File: config.mk
export PLATFORM = sky130hd
export DESIGN_NAME = demand_page_fault_resolver_core
export DESIGN_NICKNAME = d
export VERILOG_FILES = /design/src/sv/dpfr_pkg.sv /design/src/sv/dpfr_ram.sv /design/src/sv/dpfr_pstore.sv /design/src/sv/demand_page_fault_resolver_core.sv
export SDC_FILE = /design/constraint.sdc
export NUM_CORES = 2
export LEC_CHECK = 0
export BUFFER_PORTS_ARGS = -buffer_cell sky130_fd_sc_hd__buf_2
export CAP_MARGIN = 20
export CORE_ASPECT_RATIO = 0.9
export CORE_MARGIN = 1
export CORE_UTILIZATION = 40
export CTS_CLUSTER_DIAMETER = 150
export DETAILED_ROUTE_END_ITERATION = 10
export PLACE_DENSITY = 0.58
export SYNTH_ARGS = -nofsm -noshare
export SYNTH_HDL_FRONTEND = slang
export SYNTH_SLANG_ARGS = --single-unit
export TNS_END_PERCENT = 10
File: constraint.sdc
create_clock -name clk -period 18.5 [get_ports clk]
set_input_delay 1.85 -clock clk [delete_from_list [all_inputs] [get_ports clk]]
set_output_delay 1.85 -clock clk [all_outputs]
set_load 0.02 [all_outputs]
File: src/sv/dpfr_pkg.sv
package dpfr_pkg;

  // Default geometry
  localparam int DEF_PAGE_BYTES   = 4096;
  localparam int DEF_MAX_SEGMENTS = 16;
  localparam int DEF_MAX_PAGES    = 64;

  // Per-segment page counter width
  localparam int PCNT_W = 21;

  // Item kinds
  localparam logic KIND_SEGMENT = 1'b0;
  localparam logic KIND_FAULT   = 1'b1;

  // Result status codes
  localparam logic [2:0] ST_MAPPED  = 3'd0;
  localparam logic [2:0] ST_DOUBLE  = 3'd1;
  localparam logic [2:0] ST_NOSEG   = 3'd2;
  localparam logic [2:0] ST_FULL    = 3'd3;
  localparam logic [2:0] ST_WRITTEN = 3'd4;

  typedef struct packed {
    logic        kind;
    logic [3:0]  segment_index;
    logic [31:0] segment_start;
    logic [31:0] segment_mem_size;
    logic [31:0] segment_file_offset;
    logic [31:0] segment_file_size;
    logic [31:0] fault_address;
  } req_t;

  typedef struct packed {
    logic [2:0]  status;
    logic [31:0] page_address;
    logic [31:0] file_position;
    logic [12:0] load_bytes;
    logic [3:0]  segment_hit;
    logic        segment_complete;
    logic [31:0] fault_total;
    logic [31:0] fragmentation_total;
  } rsp_t;

  // One segment table row
  typedef struct packed {
    logic [31:0] start;
    logic [31:0] mem_size;
    logic [31:0] file_offset;
    logic [31:0] file_size;
  } seg_entry_t;

  // Sequencer to page store
  typedef struct packed {
    logic scan;
    logic append;
  } pst_ctl_t;

  // Page store to sequencer
  typedef struct packed {
    logic done;
    logic dup;
    logic full;
  } pst_sts_t;

  function automatic rsp_t mk_rsp(input logic [2:0] status, input logic [31:0] page,
                                  input logic [31:0] fpos, input logic [12:0] lbytes,
                                  input logic [3:0] hit, input logic comp,
                                  input logic [31:0] ftot, input logic [31:0] frag);
    rsp_t r;
    r.status              = status;
    r.page_address        = page;
    r.file_position       = fpos;
    r.load_bytes          = lbytes;
    r.segment_hit         = hit;
    r.segment_complete    = comp;
    r.fault_total         = ftot;
    r.fragmentation_total = frag;
    return r;
  endfunction

endpackage

File: src/sv/dpfr_ram.sv
module dpfr_ram #(
  parameter int WIDTH = 32,
  parameter int DEPTH = 16
) (
  input  logic                                  clk,
  input  logic                                  we,
  input  logic [(DEPTH > 1 ? $clog2(DEPTH) : 1)-1:0] waddr,
  input  logic [WIDTH-1:0]                      wdata,
  input  logic                                  re,
  input  logic [(DEPTH > 1 ? $clog2(DEPTH) : 1)-1:0] raddr,
  output logic [WIDTH-1:0]                      rdata
);

  logic [WIDTH-1:0] mem [DEPTH];

  // One write port, one registered read port
  always_ff @(posedge clk) begin
    if (we) begin
      mem[waddr] <= wdata;
    end
    if (re) begin
      rdata <= mem[raddr];
    end
  end

endmodule

File: src/sv/dpfr_pstore.sv
module dpfr_pstore #(
  parameter int PAGE_W    = 20,
  parameter int MAX_PAGES = 64
) (
  input  logic               clk,
  input  logic               rst,
  input  dpfr_pkg::pst_ctl_t ctl,
  input  logic [PAGE_W-1:0]  page,
  output dpfr_pkg::pst_sts_t sts
);
  import dpfr_pkg::*;

  localparam int IDX_W = $clog2(MAX_PAGES);
  localparam int CNT_W = $clog2(MAX_PAGES + 1);

  logic [CNT_W-1:0]  count;
  logic [CNT_W-1:0]  ptr;
  logic              scanning;
  logic              rd_vld;
  logic              dup;
  logic              issue;
  logic [PAGE_W-1:0] rdata;

  // Walk the filled entries, one read per cycle
  assign issue = scanning && (ptr < count);

  dpfr_ram #(.WIDTH(PAGE_W), .DEPTH(MAX_PAGES)) u_ram (
    .clk   (clk),
    .we    (ctl.append),
    .waddr (count[IDX_W-1:0]),
    .wdata (page),
    .re    (issue),
    .raddr (ptr[IDX_W-1:0]),
    .rdata (rdata)
  );

  always_comb begin
    sts.done = scanning && !issue && !rd_vld;
    sts.dup  = dup;
    sts.full = (count == CNT_W'(MAX_PAGES));
  end

  // Scan control and fill count
  always_ff @(posedge clk) begin
    if (rst) begin
      count    <= '0;
      ptr      <= '0;
      scanning <= 1'b0;
      rd_vld   <= 1'b0;
      dup      <= 1'b0;
    end else begin
      if (ctl.scan) begin
        ptr      <= '0;
        scanning <= 1'b1;
        rd_vld   <= 1'b0;
        dup      <= 1'b0;
      end else if (scanning) begin
        rd_vld <= issue;
        if (issue) begin
          ptr <= ptr + 1'b1;
        end
        if (rd_vld && (rdata == page)) begin
          dup <= 1'b1;
        end
        if (sts.done) begin
          scanning <= 1'b0;
        end
      end
      if (ctl.append) begin
        count <= count + 1'b1;
      end
    end
  end

endmodule

File: src/sv/demand_page_fault_resolver_core.sv
// Channel  Direction  Handshake                  Beat
// req      in         req_valid / req_stall      req_t: segment write or page fault
// rsp      out        rsp_valid / rsp_stall      rsp_t: one result per req beat
// cfg      in         cfg_valid / cfg_ready      segment_count, 5 bits
//
// Segment write: accept goes straight to S_EMIT. Page fault: the page store is walked, then, unless
// the page is a duplicate, the segments searched; a mapped fault then passes S_OFFS, S_CALC
// and S_UPD before S_EMIT; each walk reads one RAM entry a cycle.
// Reset clears the counters, the fill count and the page-count valid bits; no sweep.
// rsp_stall holds the output register; one more req beat is taken meanwhile and its
// result waits in the sequencer until the register frees.
module demand_page_fault_resolver_core #(
  parameter int PAGE_BYTES   = dpfr_pkg::DEF_PAGE_BYTES,
  parameter int MAX_SEGMENTS = dpfr_pkg::DEF_MAX_SEGMENTS,
  parameter int MAX_PAGES    = dpfr_pkg::DEF_MAX_PAGES
) (
  input  logic           clk,
  input  logic           rst,
  input  logic           req_valid,
  output logic           req_stall,
  input  dpfr_pkg::req_t req,
  output logic           rsp_valid,
  input  logic           rsp_stall,
  output dpfr_pkg::rsp_t rsp,
  input  logic           cfg_valid,
  output logic           cfg_ready,
  input  logic [4:0]     cfg_data
);
  import dpfr_pkg::*;

  localparam int SHIFT  = $clog2(PAGE_BYTES);
  localparam int PAGE_W = 32 - SHIFT;
  localparam int SEG_W  = (MAX_SEGMENTS > 1) ? $clog2(MAX_SEGMENTS) : 1;
  localparam int SCNT_W = $clog2(MAX_SEGMENTS + 1);
  localparam int TP_W   = 33 - SHIFT;
  localparam int CMP_W  = (TP_W > PCNT_W) ? TP_W : PCNT_W;
  localparam logic [SHIFT:0] PAGE_V = (SHIFT + 1)'(PAGE_BYTES);

  localparam logic [2:0] S_IDLE  = 3'd0;
  localparam logic [2:0] S_PSCAN = 3'd1;
  localparam logic [2:0] S_SSCAN = 3'd2;
  localparam logic [2:0] S_OFFS  = 3'd3;
  localparam logic [2:0] S_CALC  = 3'd4;
  localparam logic [2:0] S_UPD   = 3'd5;
  localparam logic [2:0] S_EMIT  = 3'd6;

  logic [2:0]        state;
  logic              req_acc;
  logic [4:0]        seg_count;
  logic [31:0]       fault_addr;
  logic [31:0]       page_addr;
  pst_ctl_t          pst_ctl;
  pst_sts_t          pst_sts;
  logic              idx_ok;
  logic              seg_we;
  logic              seg_re;
  seg_entry_t        seg_wr;
  seg_entry_t        seg_rd;
  logic [32:0]       seg_end;
  logic              seg_match;
  logic [SCNT_W-1:0] sptr;
  logic [SCNT_W-1:0] slimit;
  logic [SCNT_W-1:0] slimit_next;
  logic              srd_vld;
  logic [SEG_W-1:0]  sidx;
  logic [SEG_W-1:0]  hit_idx;
  seg_entry_t        ent;
  logic              cnt_re;
  logic              cnt_we;
  logic [PCNT_W-1:0] cnt_rd;
  logic [MAX_SEGMENTS-1:0] cnt_vld;
  logic [PCNT_W-1:0] cnt_cur;
  logic [PCNT_W-1:0] cnt_new;
  logic [31:0]       offset;
  logic [31:0]       left;
  logic [31:0]       bytes;
  logic [31:0]       pos_in_file;
  logic [12:0]       load_b;
  logic [TP_W-1:0]   tp;
  logic              complete;
  logic [SHIFT-1:0]  tail_used;
  logic [SHIFT:0]    waste;
  logic [32:0]       waste_sum;
  logic [31:0]       faults;
  logic [31:0]       faults_next;
  logic [31:0]       wasted;
  logic [31:0]       wasted_next;
  logic [31:0]       hit_ext;
  rsp_t              res;

  assign req_acc   = req_valid && !req_stall;
  assign req_stall = (state != S_IDLE);
  assign cfg_ready = 1'b1;
  assign page_addr = {fault_addr[31:SHIFT], {SHIFT{1'b0}}};

  // Segment table write on accept, read during the search
  always_comb begin
    idx_ok             = ({28'd0, req.segment_index} < 32'(MAX_SEGMENTS));
    seg_we             = req_acc && (req.kind == KIND_SEGMENT) && idx_ok;
    seg_wr.start       = req.segment_start;
    seg_wr.mem_size    = req.segment_mem_size;
    seg_wr.file_offset = req.segment_file_offset;
    seg_wr.file_size   = req.segment_file_size;
    seg_re             = (state == S_SSCAN) && (sptr < slimit);
    seg_end            = {1'b0, seg_rd.start} + {1'b0, seg_rd.mem_size};
    seg_match          = srd_vld && (fault_addr >= seg_rd.start) &&
                         ({1'b0, fault_addr} < seg_end);
    cnt_re             = (state == S_SSCAN) && seg_match;
    cnt_we             = (state == S_UPD);
    pst_ctl.scan       = req_acc && (req.kind == KIND_FAULT);
    pst_ctl.append     = (state == S_UPD);
    if ({27'd0, seg_count} > 32'(MAX_SEGMENTS)) begin
      slimit_next = SCNT_W'(MAX_SEGMENTS);
    end else begin
      slimit_next = SCNT_W'(seg_count);
    end
  end

  dpfr_ram #(.WIDTH($bits(seg_entry_t)), .DEPTH(MAX_SEGMENTS)) u_seg_ram (
    .clk   (clk),
    .we    (seg_we),
    .waddr (SEG_W'(req.segment_index)),
    .wdata (seg_wr),
    .re    (seg_re),
    .raddr (sptr[SEG_W-1:0]),
    .rdata (seg_rd)
  );

  dpfr_ram #(.WIDTH(PCNT_W), .DEPTH(MAX_SEGMENTS)) u_cnt_ram (
    .clk   (clk),
    .we    (cnt_we),
    .waddr (hit_idx),
    .wdata (cnt_new),
    .re    (cnt_re),
    .raddr (sidx),
    .rdata (cnt_rd)
  );

  dpfr_pstore #(.PAGE_W(PAGE_W), .MAX_PAGES(MAX_PAGES)) u_pstore (
    .clk  (clk),
    .rst  (rst),
    .ctl  (pst_ctl),
    .page (fault_addr[31:SHIFT]),
    .sts  (pst_sts)
  );

  // File bytes left from the page start, capped at one page
  always_comb begin
    left  = (ent.file_size > offset) ? (ent.file_size - offset) : 32'd0;
    bytes = (left < 32'(PAGE_BYTES)) ? left : 32'(PAGE_BYTES);
  end

  // Final-page check, tail waste, saturating totals
  always_comb begin
    tp          = TP_W'(ent.mem_size >> SHIFT) + TP_W'(|ent.mem_size[SHIFT-1:0]);
    complete    = (CMP_W'(cnt_new) == CMP_W'(tp));
    tail_used   = ent.mem_size[SHIFT-1:0];
    waste       = PAGE_V - {1'b0, tail_used};
    waste_sum   = {1'b0, wasted} + 33'(waste);
    faults_next = (faults == 32'hFFFF_FFFF) ? faults : faults + 32'd1;
    wasted_next = wasted;
    if (complete && (tail_used != '0)) begin
      wasted_next = waste_sum[32] ? 32'hFFFF_FFFF : waste_sum[31:0];
    end
    hit_ext     = 32'(hit_idx);
  end

  // Sequencer
  always_ff @(posedge clk) begin
    if (rst) begin
      state     <= S_IDLE;
      rsp_valid <= 1'b0;
      seg_count <= '0;
      faults    <= '0;
      wasted    <= '0;
      cnt_vld   <= '0;
      srd_vld   <= 1'b0;
      sptr      <= '0;
      slimit    <= '0;
    end else begin
      if (cfg_valid && cfg_ready) begin
        seg_count <= cfg_data;
      end
      // the emit state reloads the output register itself
      if (rsp_valid && !rsp_stall && (state != S_EMIT)) begin
        rsp_valid <= 1'b0;
      end
      unique case (state)
        S_IDLE: begin
          if (req_acc) begin
            if (req.kind == KIND_FAULT) begin
              fault_addr <= req.fault_address;
              state      <= S_PSCAN;
            end else begin
              res   <= mk_rsp(ST_WRITTEN, '0, '0, '0, '0, 1'b0, faults, wasted);
              state <= S_EMIT;
            end
          end
        end
        S_PSCAN: begin
          if (pst_sts.done) begin
            if (pst_sts.dup) begin
              res   <= mk_rsp(ST_DOUBLE, page_addr, '0, '0, '0, 1'b0, faults, wasted);
              state <= S_EMIT;
            end else begin
              sptr    <= '0;
              srd_vld <= 1'b0;
              slimit  <= slimit_next;
              state   <= S_SSCAN;
            end
          end
        end
        S_SSCAN: begin
          srd_vld <= seg_re;
          sidx    <= sptr[SEG_W-1:0];
          if (seg_re) begin
            sptr <= sptr + 1'b1;
          end
          if (seg_match) begin
            if (pst_sts.full) begin
              res   <= mk_rsp(ST_FULL, page_addr, '0, '0, '0, 1'b0, faults, wasted);
              state <= S_EMIT;
            end else begin
              hit_idx <= sidx;
              ent     <= seg_rd;
              state   <= S_OFFS;
            end
          end else if (!srd_vld && !seg_re) begin
            res   <= mk_rsp(ST_NOSEG, page_addr, '0, '0, '0, 1'b0, faults, wasted);
            state <= S_EMIT;
          end
        end
        S_OFFS: begin
          offset  <= page_addr - ent.start;
          cnt_cur <= cnt_vld[hit_idx] ? cnt_rd : '0;
          state   <= S_CALC;
        end
        S_CALC: begin
          pos_in_file <= ent.file_offset + offset;
          load_b      <= bytes[12:0];
          cnt_new     <= (&cnt_cur) ? cnt_cur : cnt_cur + 1'b1;
          state       <= S_UPD;
        end
        S_UPD: begin
          faults           <= faults_next;
          wasted           <= wasted_next;
          cnt_vld[hit_idx] <= 1'b1;
          res   <= mk_rsp(ST_MAPPED, page_addr, pos_in_file, load_b, hit_ext[3:0], complete,
                          faults_next, wasted_next);
          state <= S_EMIT;
        end
        S_EMIT: begin
          if (!rsp_valid || !rsp_stall) begin
            rsp       <= res;
            rsp_valid <= 1'b1;
            state     <= S_IDLE;
          end
        end
        default: begin
          state <= S_IDLE;
        end
      endcase
    end
  end

`ifndef SYNTHESIS
  // An accepted beat always starts work
  a_busy_after_accept: assert property (@(posedge clk) disable iff (rst)
    req_acc |=> (state != S_IDLE))
    else $error("sequencer idle after accepting a beat");

  // A page is only recorded when the store has room
  a_no_append_full: assert property (@(posedge clk) disable iff (rst)
    (state == S_UPD) |-> !pst_sts.full)
    else $error("page store append while full");

  // The segment walk never runs past the searched range
  a_sptr_bound: assert property (@(posedge clk) disable iff (rst)
    (state == S_SSCAN) |-> (sptr <= slimit))
    else $error("segment walk past limit");

  // A mapped page bumps the fault total unless saturated
  a_fault_count: assert property (@(posedge clk) disable iff (rst)
    (state == S_UPD) |=> ((faults != $past(faults)) || ($past(faults) == 32'hFFFF_FFFF)))
    else $error("fault total not advanced");
`endif

endmodule
**After elaboration in Yosys (flattened, before gate mapping)**

Memories as Yosys holds them, arrays and structs flattened. A register that Yosys moved wholly into a read port is not among the register bits.
Index checks and enable logic that the tools add are counted.

- Add/subtract/negate cells: 12
- Magnitude comparators: 9
- Equal/unequal tests: 20
- Mux-type cells: 44
- Bitwise gates (word level): 5
- Reduce and logical (&&, ||, !) cells: 45

Operator list:

| operator | number |
|---|---|
| two-way mux 149 bit | 7 |
| one-hot mux 149 bit (4 select lines) | 1 |
| two-way mux 32 bit | 4 |
| subtractor 32 bit | 2 |
| adder 32 x 13 -> 33 bit | 1 |
| adder 32 x 32 -> 33 bit | 1 |
| < comparator 32 x 33 -> 1 bit | 1 |
| adder 32 x 1 -> 32 bit, second input constant | 1 |
| adder 32 bit | 1 |
| equality test 32 bit, second input constant | 1 |
| >= comparator 32 bit | 1 |
| greater-than comparator 32 bit | 1 |
| < comparator 32 x 13 -> 1 bit, second input constant | 1 |
| two-way mux 3 bit | 8 |
| adder 20 x 1 -> 21 bit | 1 |
| adder 21 x 1 -> 21 bit, second input constant | 1 |
| equality test 21 bit | 1 |
| two-way mux 21 bit | 1 |
| one-hot mux 3 bit (7 select lines) | 1 |
| AND reduction 21 bit | 1 |
| equality test 20 bit | 1 |
| two-way mux 5 bit | 4 |
| logical AND 1 bit | 16 |
| bitwise OR 16 bit | 1 |
| 35 further kinds | 76 |

- Register bits after elaboration: 702
- Memory bits (writable): 3664
- Output and inout port bits: 152
- Memories kept: 3

Memories:

| memory | depth | bits a word | read ports | clocked after Yosys merged registers in | write ports | RTL line | text |
|---|---|---|---|---|---|---|---|
| u_seg_ram.mem | 16 | 128 | 1 | 1 | 1 | dpfr_ram.sv:14 | `logic [WIDTH-1:0] mem [DEPTH];` |
| u_pstore.u_ram.mem | 64 | 20 | 1 | 1 | 1 | dpfr_ram.sv:14 |  |
| u_cnt_ram.mem | 16 | 21 | 1 | 1 | 1 | dpfr_ram.sv:14 |  |

**Depth between registers and ports, before layout**

- Word-level depth: 8
- Gate-level depth with buffers: 22
- Gate-level depth less buffers: 22

**Modules after synthesis**

A second synthesis with hierarchy kept.

- Cells, all modules: 8898
- Area total of the unflattened synthesis: 177056.1 um2

Modules (own cells, without submodules):

| module | times used | cells each | area an instance (um2) | seq. area each (um2) |
|---|---|---|---|---|
| dpfr_ram at u_seg_ram | 1 | 3357 | 80726.2 | 65342.7 |
| dpfr_ram at u_pstore.u_ram | 1 | 2243 | 49695.2 | 39037.4 |
| demand_page_fault_resolver_core | 1 | 2604 | 31953.1 | 18848.1 |
| dpfr_ram at u_cnt_ram | 1 | 557 | 13487.9 | 10720.3 |
| dpfr_pstore | 1 | 137 | 1193.6 | 340.3 |

**Worst setup path after synthesis**

No wires, ideal clock.

- Kind: input -> register
- Start: in req[164] (netlist name)
- End: mem u_seg_ram.mem[0][0] (netlist name), enable pin
- Library setup time: 774 ps
- Data arrival time: 11026 ps
- Required time: 17726 ps
- Slack: 6700 ps
- Stages: 4
- Cell sequence: inv_1 > nand3_1 > or3_1 > nor3_1

- Word-level cells in the longest chain between the ends: 4

RTL lines:

| what | RTL line | text |
|---|---|---|
| start: declaration | demand_page_fault_resolver_core.sv:21 | `input dpfr_pkg::req_t req,` |
| NOT 1 bit | demand_page_fault_resolver_core.sv:99 | `seg_we = req_acc && (req.kind == KIND_SEGMENT) && idx_ok;` |
| logical AND 1 bit | demand_page_fault_resolver_core.sv:99 |  |
| two-way mux 1 bit | dpfr_ram.sv:18 | `if (we) begin` |
| two-way mux 1 bit (implied by the code) | dpfr_ram.sv:19 | `mem[waddr] <= wdata;` |
| end: declaration | dpfr_ram.sv:14 |  |

Every way passes these cells.

**Worst setup path after layout**

- Start: reg u_seg_ram.rdata[64] (read register of u_seg_ram.mem)
- End: reg ent[36] (netlist name), enable pin

- Word-level cells in the longest chain between the ends: 4

RTL lines:

| what | RTL line | text |
|---|---|---|
| start: declaration | dpfr_ram.sv:11 | `output logic [WIDTH-1:0] rdata` |
| adder 32 x 32 -> 33 bit | demand_page_fault_resolver_core.sv:105 | `seg_end = {1'b0, seg_rd.start} + {1'b0, seg_rd.mem_size};` |
| < comparator 32 x 33 -> 1 bit | demand_page_fault_resolver_core.sv:107 | `({1'b0, fault_addr} < seg_end);` |
| logical AND 1 bit | demand_page_fault_resolver_core.sv:106 | `seg_match = srd_vld && (fault_addr >= seg_rd.start) &&` |
| AND reduction 4 bit (no source line) | n/a |  |
| end signal: assignment | demand_page_fault_resolver_core.sv:225 | `ent <= seg_rd;` |
| end: declaration | demand_page_fault_resolver_core.sv:67 | `seg_entry_t ent;` |

Every way passes these cells.
A chain may end at the register's enable or synchronous reset.

==> metrics.txt <==
postcts setup bufs=0; share of the synthesized area in the top cell type=75.1%; max_slew headroom=23.2%; via/cell ratio=5.67; Routed Antenna Nets=0; Power, Total=21.2 mW; DR pass1 iterations=6; die width=701 µm; HP Class=reg -> reg; PwrDens=106 nW/µm²; Tcrit/Tclk final=46.7%; multi-input logic area=40300 µm²; clock net sink count=4511; R2R Setup Slk=9.87 ns; initial antenna violation count=115; top_reg_cell synth=edfxtp_1; wire per inst=30.3 µm; RSZ-0062 raised after global routing=false; WL final=452000 µm; main combinational cell family by area after synthesis=multiplexers; synthesized flop and latch total=4511; Worst-path clk slew=0.06 ns; via count=84646; Async SR Flop Fraction=0%; Logic pwr share=3.8%; Synth Area in Compound Gates=1.88%; Initial Util=40.2%; Max IR drop VDD=0.0000865 V; H-Tree Depth=5; register area share after synthesis=76.4%; DRT iter0 DRCs=8958; Mapped Area=176000 µm²; CTS hold repair buffers=0; P_leak=61.6 nW; largest net degree at the start of global routing=127; Max-Cap Viols=0; Psw=4.59 mW; Least-Margin Pin Slew=1.15 ns; fin nets=9107; Die Ht=631 µm; R2R cell count=23; Internal=16.6 mW; crit path to=ent[36]$_DFFE_PP_; sequential cell area=134000 µm²; post-CTS sizing=0; CTS tree=built; most frequent cell after synthesis=edfxtp_1; critical path fanouts, max=68; worst r2r dst=ent[36]$_DFFE_PP_; Root Buffer=clkbuf_16; Yosys cell types=81; GPL Wtd Cong=0.877; Clock Tree Buf Depth=4; Clk network pwr share=41.3%; DP HPWL=264000 µm; Setup CP Type=reg -> reg; Post-Synth Adder-Cell Area=1.54%; Post-Syn Instances=8134; Slew Limit Fails=0; largest cells by area after synthesis=edfxtp_1 75%, mux4_2 15%, ha_1 1.5%; Req. time, crit path=19.13 ns; core footprint=437000 µm²; CP Launch Point=u_seg_ram.rdata[64]$_DFFE_PP_; total grt overflow=0; Seq pwr share=54.9%; number of flops mapped to enable cells by yosys=4394; min cycle time layout=8.63 ns; TritonCTS Buffers=444; vias in the first global route=86204; worst r2r src=u_seg_ram.rdata[64]$_DFFE_PP_; Syn Area/Cell=21.6 µm²; GRT Total Usage=20.1%; Final setup viols=0; IO Count=327; Fillers=36286; clock latency on the worst-skew pair=1.02 ns; Fin Setup TNS=0 ns; FP Rows=230; fmax=116 MHz; first-pass GRT wire length=638000 µm; CP Capture Type=flip-flop; area leader, netlist=edfxtp_1; CP arrival=9.26 ns; Final Hold Violating Endpoints=0; sw frac=21.6%; status=complete, no violations; Die ar.=442000 µm²; Post-Synth Simple-Gate Area=2.86%; startpoint types=flip-flop; Area growth, synth to finish=13.5%; share of cells above drive strength 1=26.2%; Ys Warns=0; drt drc=0; multiplexer area fraction after synthesis=15.1%; worst clock skew=0.0946 ns; Synth Area in XOR/XNOR=1.16%; synth cell count leaders=4394 x edfxtp_1, 1157 x mux4_2, 271 x nor2_1; IO Port Bufs=313
cell type report:
type | instances | area share (%)
diodes | 24 | 0.0301
repair buffers | 461 | 1.46
well taps | 5800 | 3.64
inverters | 158 | 0.300
flip-flops and latches | 4511 | 67.3
multi-input cells | 3142 | 20.2
clock inverters | 260 | 1.14
clock buffers | 564 | 5.90
metrics by stage:
step                instance area, µm²  hold slack (ns)  std cells  setup WS, ns  utilization [%]
CTS                             199000            0.416      14895          9.83             45.7
floorplan                       176000            0.400       8145          6.70                -
finish                          200000            0.418      14920          9.87             45.7
detailed placement              185000            0.405      14071          9.83             42.4
global placement                185000            0.403      14071          9.82             42.4
global route                    199000            0.423      14900          9.38             45.7
logic make-up after synthesis:
logic type | after synthesis
buffers and inverters | 492
muxes | 1195
DFF | 4511
adders and majority gates | 214
AOI/OAI and AO/OA | 510
and+or+nand+nor | 977
xor gates and xnor gates | 233
other | 2
how the worst min path moves through the flow:
stage | cells past startpoint | startpoint | to
3_3_place_gp | 0 | u_seg_ram.rdata[27]$_DFFE_PP_ | ent[27]$_DFFE_PP_
4_1_cts | 0 | res[24]$_DFFE_PP_ | rsp[24]$_DFFE_PP_
3_5_place_dp | 0 | u_seg_ram.rdata[11]$_DFFE_PP_ | ent[11]$_DFFE_PP_
2_1_floorplan | 0 | u_seg_ram.rdata[0]$_DFFE_PP_ | ent[0]$_DFFE_PP_
6_report | 0 | u_seg_ram.rdata[11]$_DFFE_PP_ | ent[11]$_DFFE_PP_
5_1_grt | 0 | res[48]$_DFFE_PP_ | rsp[48]$_DFFE_PP_
worst max-delay path: stages, from the launching register on:
cell      delay (ns)
edfxtp_1        0.42
ha_1            0.28
fa_1            0.45
a211oi_1        0.33
o211ai_1        0.21
and4_1          0.25
o41ai_1         0.75
a21oi_1         0.19
o41ai_1         0.86
o311ai_0        0.28
a21oi_1         0.23
xnor2_1         0.14
ha_1            0.26
a31oi_1         0.24
nor2_1          0.10
a221oi_1        0.29
o21ai_0         0.16
o211ai_1        0.35
and3_1          0.26
buf_4           0.33
nand2_1         0.17
nor2_4          0.10
buf_4           0.69
buf_4           0.83
flip-flops by register name, indices dropped and copies added, names as in the netlist, 5 cells and up:
name,cells
cnt_vld,16
rsp,137
u_pstore.ptr,7
cnt_new,21
res,137
u_pstore.u_ram.rdata,20
u_seg_ram.rdata,128
u_pstore.u_ram.mem,1280
u_cnt_ram.rdata,21
faults,32
u_pstore.count,7
sptr,5
fault_addr,32
load_b,13
offset,32
wasted,32
slimit,5
seg_count,5
u_cnt_ram.mem,336
cnt_cur,21
ent,128
u_seg_ram.mem,2048
pos_in_file,32
cells in the final DEF (no fill, tap or decap), types with 43 or more instances in the layout:
master and count:
clkinv_1 109, a21oi_1 156, dfxtp_1 108, nor2b_1 113, clkbuf_16 451, ha_1 210, and3_1 69, nand3_1 92
buf_2 312, xnor2_1 156, edfxtp_1 4394, nor2_1 180, inv_1 157, nor3_1 60, o21ai_0 82, mux4_2 1157
xor2_1 77, nand4_1 43, clkbuf_1 107, a21o_1 64, buf_4 130, clkinv_2 78, nor2_4 88, nand2_1 149
power groups by stage:
stage | clock (mW) | sequential (mW) | combinational, mW
after CTS | 8.94 | 11.7 | 0.812
after global placement | 0 | 11.9 | 0.786
after global routing | 9.31 | 11.7 | 0.860
final | 8.77 | 11.7 | 0.802
after floorplan | 0 | 11.9 | 0.388
after detailed placement | 0 | 11.9 | 0.809
metal layers:
layer	global-route usage, %	routed length (µm)
met1	27.6	188000
met2	33.0	220000
met3	3.34	28900
met4	6.11	15200
met5	0	352
(Power assumes the default switching activity.)
